### config.mk
export PLATFORM = sky130hd
export DESIGN_NAME = scb_mac
export DESIGN_NICKNAME = d
export VERILOG_FILES = /design/src/sv/scb_pkg.sv /design/src/sv/scb_mac.sv
export SDC_FILE = /design/constraint.sdc
export NUM_CORES = 2
export LEC_CHECK = 0
export ABC_AREA = 1
export BUFFER_PORTS_ARGS = -buffer_cell sky130_fd_sc_hd__clkbuf_2
export CORE_MARGIN = 8
export CORE_UTILIZATION = 55
export DETAILED_ROUTE_END_ITERATION = 12
export GPL_ROUTABILITY_DRIVEN = 1
export PLACE_DENSITY = 0.74
export SYNTH_ARGS = -nofsm -noshare
export SYNTH_HDL_FRONTEND = slang
export SYNTH_SLANG_ARGS = --single-unit
### constraint.sdc
create_clock -name clk -period 15.7 [get_ports clk]
set_clock_uncertainty 0.2 [all_clocks]
set_input_delay 0.785 -clock clk [delete_from_list [all_inputs] [get_ports clk]]
set_output_delay 0.785 -clock clk [all_outputs]
set_load 0.005 [all_outputs]
### src/sv/scb_pkg.sv
// ----------------------------------------------------------------------------
// scb_pkg
// Types and constants shared by the segment brush clip block.
// ----------------------------------------------------------------------------
package scb_pkg;

	localparam int ACC_W = 56;
	localparam int OPD_W = 33;
	localparam int NRM_W = 16;
	localparam int RAT_W = 18;
	localparam int FRC_W = 17;
	localparam int QUO_W = 17;

	localparam logic [1:0] KIND_SPHERE = 2'd1;
	localparam logic [1:0] KIND_BOX    = 2'd2;

	localparam logic [2:0] REG_KIND   = 3'd0;
	localparam logic [2:0] REG_RADIUS = 3'd1;
	localparam logic [2:0] REG_MIN_X  = 3'd2;
	localparam logic [2:0] REG_MIN_Y  = 3'd3;
	localparam logic [2:0] REG_MIN_Z  = 3'd4;
	localparam logic [2:0] REG_MAX_X  = 3'd5;
	localparam logic [2:0] REG_MAX_Y  = 3'd6;
	localparam logic [2:0] REG_MAX_Z  = 3'd7;

	localparam logic signed [ACC_W-1:0] EPS_Q30   = ACC_W'(64'sd33554432);
	localparam logic signed [RAT_W-1:0] RATIO_ONE = RAT_W'(65536);
	localparam logic signed [RAT_W-1:0] RATIO_NEG_ONE = -RAT_W'(65536);
	localparam logic signed [RAT_W-1:0] RATIO_MAX = RAT_W'(131071);
	localparam logic signed [RAT_W-1:0] RATIO_MIN = -RAT_W'(131072);
	localparam logic [FRC_W-1:0] FRAC_ONE = FRC_W'(65536);
	localparam logic signed [NRM_W-1:0] NRM_ONE  = NRM_W'(16384);
	localparam logic signed [NRM_W-1:0] GROUND_Y = NRM_W'(3276);

	localparam logic [2:0] MAC_LAST = 3'd6;
	localparam logic [2:0] MAC_ENDS = 3'd3;

	typedef enum logic [2:0] {
		ST_IDLE,
		ST_MAC,
		ST_DECIDE,
		ST_DIV,
		ST_UPDATE,
		ST_FINISH
	} state_t;

	typedef struct packed {
		logic init;
		logic issue;
		logic sel;
	} mac_ctl_t;

	typedef struct packed {
		logic start;
		logic done;
		logic sat;
		logic neg;
	} div_ctl_t;

endpackage

### src/sv/scb_mac.sv
// ----------------------------------------------------------------------------
// scb_mac
// Shared multiply-accumulate unit for the start and end plane distances.
// ----------------------------------------------------------------------------
module scb_mac
	import scb_pkg::*;
(
	input  logic                    clk,
	input  logic                    arst_n,
	input  mac_ctl_t                ctl,
	input  logic signed [ACC_W-1:0] init_val,
	input  logic signed [OPD_W-1:0] a,
	input  logic signed [NRM_W-1:0] b,
	output logic signed [ACC_W-1:0] sd,
	output logic signed [ACC_W-1:0] ed
);

	logic signed [OPD_W+NRM_W-1:0] prod_s1;
	logic                          vld_s1;
	logic                          sel_s1;
	logic signed [ACC_W-1:0]       sd_q;
	logic signed [ACC_W-1:0]       ed_q;

	always_ff @(posedge clk or negedge arst_n) begin
		if (!arst_n) begin
			vld_s1 <= 1'b0;
			sel_s1 <= 1'b0;
		end else begin
			vld_s1 <= ctl.issue;
			sel_s1 <= ctl.sel;
		end
	end

	always_ff @(posedge clk) begin
		prod_s1 <= a * b;
		if (ctl.init) begin
			sd_q <= init_val;
			ed_q <= init_val;
		end else if (vld_s1) begin
			if (sel_s1) begin
				ed_q <= ed_q + ACC_W'(prod_s1);
			end else begin
				sd_q <= sd_q + ACC_W'(prod_s1);
			end
		end
	end

	assign sd = sd_q;
	assign ed = ed_q;

endmodule

Word-level counts from Yosys, hierarchy flattened. Cells that the tools add are included.

Bits in registers: 163. Output and inout bits: 112. Logic and storage cells: 19.

Multiplexer cells: 6. $mul: 1. Add/sub/neg operators: 2. Reductions and logical operators: 4. Equal/unequal tests: 1.

Operator list (number): 56-bit two-way mux (6); 56-bit by 49-bit adder with 56-bit output (2); 33-bit by 16-bit multiplier with 49-bit output (1); 2-bit AND reduction (2); 2-bit nonzero test (2); 2-bit != test (second input constant) (1).

Logic depth before layout (Yosys ltp).
Depth after elaboration: 4. Gate-level depth with buffers: 27. Gate-level depth less buffers: 25.

Least setup slack after synthesis. OpenSTA, ideal clock, no wires.

Path kind: input-to-reg. From: input b[4]. To: register prod_s1[48]. Slack: 9.401 ns. Data arrival time: 5.985 ns. Path buffers: 2. Cell stages on the path: 22. Data required time: 15.386 ns. Path through: clkbuf_1 clkbuf_1 nand2_1 fa_1 inv_1 fa_1 inv_1 fa_1 inv_1 fa_1 inv_1 fa_1 fa_1 inv_1 ha_1 inv_1 nor3_1 nand2_1 nor2_1 nand3_1 nand4_1 nand2_1.

Word-level cells in the longest chain between the ends: 1.

RTL lines: start: declaration (line scb_mac.sv:13) `input logic signed [NRM_W-1:0] b,`; 33-bit by 16-bit multiplier with 49-bit output (line scb_mac.sv:35) `prod_s1 <= a * b;`; end signal: assignment (line scb_mac.sv:35); end: declaration (line scb_mac.sv:18) `logic signed [OPD_W+NRM_W-1:0] prod_s1;`.

No other way between the ends. A chain may end at the register's enable or synchronous reset.

Worst setup path after layout.
From: input b[4]. To: register prod_s1[44].

The elaborated chain is that of the path after synthesis.

==> impl_metrics.tcl <==
set metrics [dict create \
    overflow 0 \
    synthArstFlopShare 0.0123 \
    vias 33800 \
    place_congestion 1.03 \
    yosysMostFrequentCell "nand2_1" \
    synthCells 5446 \
    antenna_found_initial 0 \
    timing.slew.headroom 0.382 \
    final_nets 6387 \
    met2_usage 0.604 \
    setup_tns_ns 0 \
    synth-seq-cells 163 \
    required_ns 15.86 \
    drive_above_1_share 0.0771 \
    synth_ff_type "edfxtp_1" \
    dieHeight_um 272 \
    drv_cap 0 \
    drt-pass1-iter-count 8 \
    cts.path.max_buffers 2 \
    cp_max_fo 33 \
    worstMarginPinSlew_ns 0.928 \
    drtIter0Drc 2588 \
    num_io_pins 222 \
    hold_violations 0 \
    maxSlewViolCount 0 \
    critPathLaunchType "primary input" \
    grt_pass1_vias 34200 \
    synth_edf_count 112 \
    whs_ns 0.221 \
    die-width_um 272 \
    yosys.area.top_type "fa_1" \
    postCtsSetupRepairBufs 0 \
    fmax_ghz 0.150 \
    cts-root-buf "clkbuf_16" \
    r2r_start "sd[33]" \
    netlist_top_cells_count "nand2_1 (1,793), inv_1 (1,497), fa_1 (502), nor2_1 (269), ha_1 (226)" \
    syn_nets 6284 \
    min_from "ctl[0]" \
    min_to "sel_s1" \
    core_um2 65400 \
    start_util 0.552 \
    io_buffers 221 \
    worstPathArrival_ns 6.82 \
    syn_area_per_cell_um2 6.63 \
    clock_sinks 163 \
    diodes 0 \
    synth_top_cell_area_share 0.278 \
    fin_crit_sh 0.424 \
    path_clk_slew_ns 0.08 \
    wl_per_cell_um 19.5 \
    fillers 6527 \
    hold_path_class "in2reg" \
    cts_buffers 17 \
    r2r-end "sd[35]" \
    reg2reg_depth 10 \
    synth_area_leaders "fa_1 (28%), nand2_1 (19%), inv_1 (16%), edfxtp_1 (9.3%), ha_1 (7.8%)" \
    tritoncts "yes" \
    hold_depth 1 \
    hpwl_mm 107 \
    ant_nets 0 \
    viasPerCell 5.26 \
    setup_viol 0 \
    routed_wl_mm 125 \
    die-area_um2 74100 \
    grt_pass1_wl_mm 192 \
    yosysUniqueCellTypes 41 \
    ys_seq_area_frac 0.122 \
    place_ws_ns 8.57 \
    use_met1 0.394 \
    htree_levels 4 \
    ys_warn_count 0 \
    busiest_layer "met2" \
    end_kind "flop" \
    crit_type "in2reg" \
    rsz0062_at_grt "no" \
    r2r_slack_ns 12.31 \
    drc_errors 0 \
    period_needed_ns 6.66 \
    synth_area_um2 36100 \
    clk_latency_ns 0.47 \
    fin_ws_ns 9.04 \
    grt_start_max_net_pins 61 \
    status "completed" \
    placementRows 94 \
    met3_usage 0.0289 \
    synthToLayoutAreaGrowth_pct 6.43 \
    gr-usage-all-layers 0.337 \
]
==> stage by stage <==
stage / instance area, um2 / std cells / util
global route: 38400 / 6426 / 0.587
floorplan: 36100 / 5446 / -
CTS: 38400 / 6426 / 0.587
detailed placement: 37800 / 6393 / 0.578
finish: 38400 / 6426 / 0.587
global placement: 37800 / 6393 / 0.578
==> per-layer routing <==
metal  share of wire  vias to the layer above
met5               0                        -
met2            0.50                     1260
met4           0.067                        0
met3           0.055                      321
met1            0.38                    16100
li1                -                    16100
==> cell type report <==
type,count,area [um2],share of cell area
clock inverter,15,174,0.00453
multi-input combinational,3609,25400,0.662
tap,864,1080,0.0281
timing repair buffer,230,1180,0.0306
sequential,163,4390,0.114
clock buffer,17,425,0.0111
inverter,1528,5740,0.149
==> sequential cells by signal, summed over array words and instances (netlist names) <==
signal	count
ed	56
sd	56
prod_s1	49
sel_s1	1
vld_s1	1
==> critical path: stages <==
cell      delay (ns)
clkbuf_2        0.66
nand2_1         0.32
fa_1            0.62
inv_1           0.06
fa_1            0.60
inv_1           0.19
fa_1            0.46
fa_1            0.54
inv_1           0.05
fa_1            0.56
fa_1            0.42
ha_1            0.41
nand2_1         0.12
nor2_1          0.25
nand2_1         0.14
nor2_1          0.20
nand3_1         0.19
nand4_1         0.15
nand2_1         0.07
==> worst max path at each step <==
stage          startpoint          end  slack [ns]  depth (start not counted)
2_1_floorplan        b[4]  prod_s1[48]        9.40                         22
3_3_place_gp         b[4]  prod_s1[44]        8.60                         19
3_5_place_dp         b[4]  prod_s1[44]        8.57                         19
4_1_cts              b[4]  prod_s1[44]        9.06                         19
5_1_grt              b[4]  prod_s1[44]        8.73                         19
6_report             b[4]  prod_s1[44]        9.04                         19
==> cell usage in the layout (no fill, tap or decap), types with 3 or more instances in the layout <==
cell | netlist | final
clkbuf_2 | 0 | 221
o22ai_1 | 3 | 3
xnor2_1 | 14 | 14
nand3b_1 | 8 | 8
inv_2 | 29 | 28
clkbuf_16 | 0 | 17
buf_4 | 1 | 8
clkinv_4 | 0 | 3
a21oi_1 | 171 | 171
xor2_1 | 24 | 24
nor3_1 | 12 | 12
nand3_2 | 12 | 12
o21ai_0 | 130 | 129
and2_1 | 11 | 11
o21a_1 | 3 | 3
nor3_2 | 26 | 26
fa_1 | 502 | 502
nor2_1 | 269 | 269
dfxtp_1 | 49 | 49
edfxtp_1 | 112 | 112
nand3_1 | 220 | 220
a21o_1 | 7 | 7
o21bai_1 | 11 | 11
o21ai_1 | 17 | 17
nor2_4 | 8 | 8
clkinv_1 | 2 | 3
nand2_2 | 21 | 22
nand2_1 | 1793 | 1792
a21boi_0 | 3 | 3
ha_1 | 226 | 226
nor2_2 | 46 | 46
inv_1 | 1497 | 1497
nand4_1 | 45 | 45
clkinvlp_4 | 0 | 3
or2_2 | 20 | 20
==> kinds of logic (layout without fill, tap and decap cells) <==
family                   after synthesis  in the layout  share of synthesized area
AO/OA/AOI/OAI                        347            347                     0.0503
XOR/XNOR                              38             38                    0.00922
buffers and inverters               1674           1790                      0.174
AND/OR/NAND/NOR                     2496           2496                      0.288
adder cells (fa/ha/maj)              728            728                      0.357
flip-flops                           163            163                      0.122
==> what timing repair did <==
item                                   CTS  global route
hold buffers                             1             0
resized for setup                        0             0
endpoints found under the hold margin    2             0
Power is left out: the tool's default activity adds up to more than one toggle a clock period on the data nets, which glitch-free logic cannot reach.
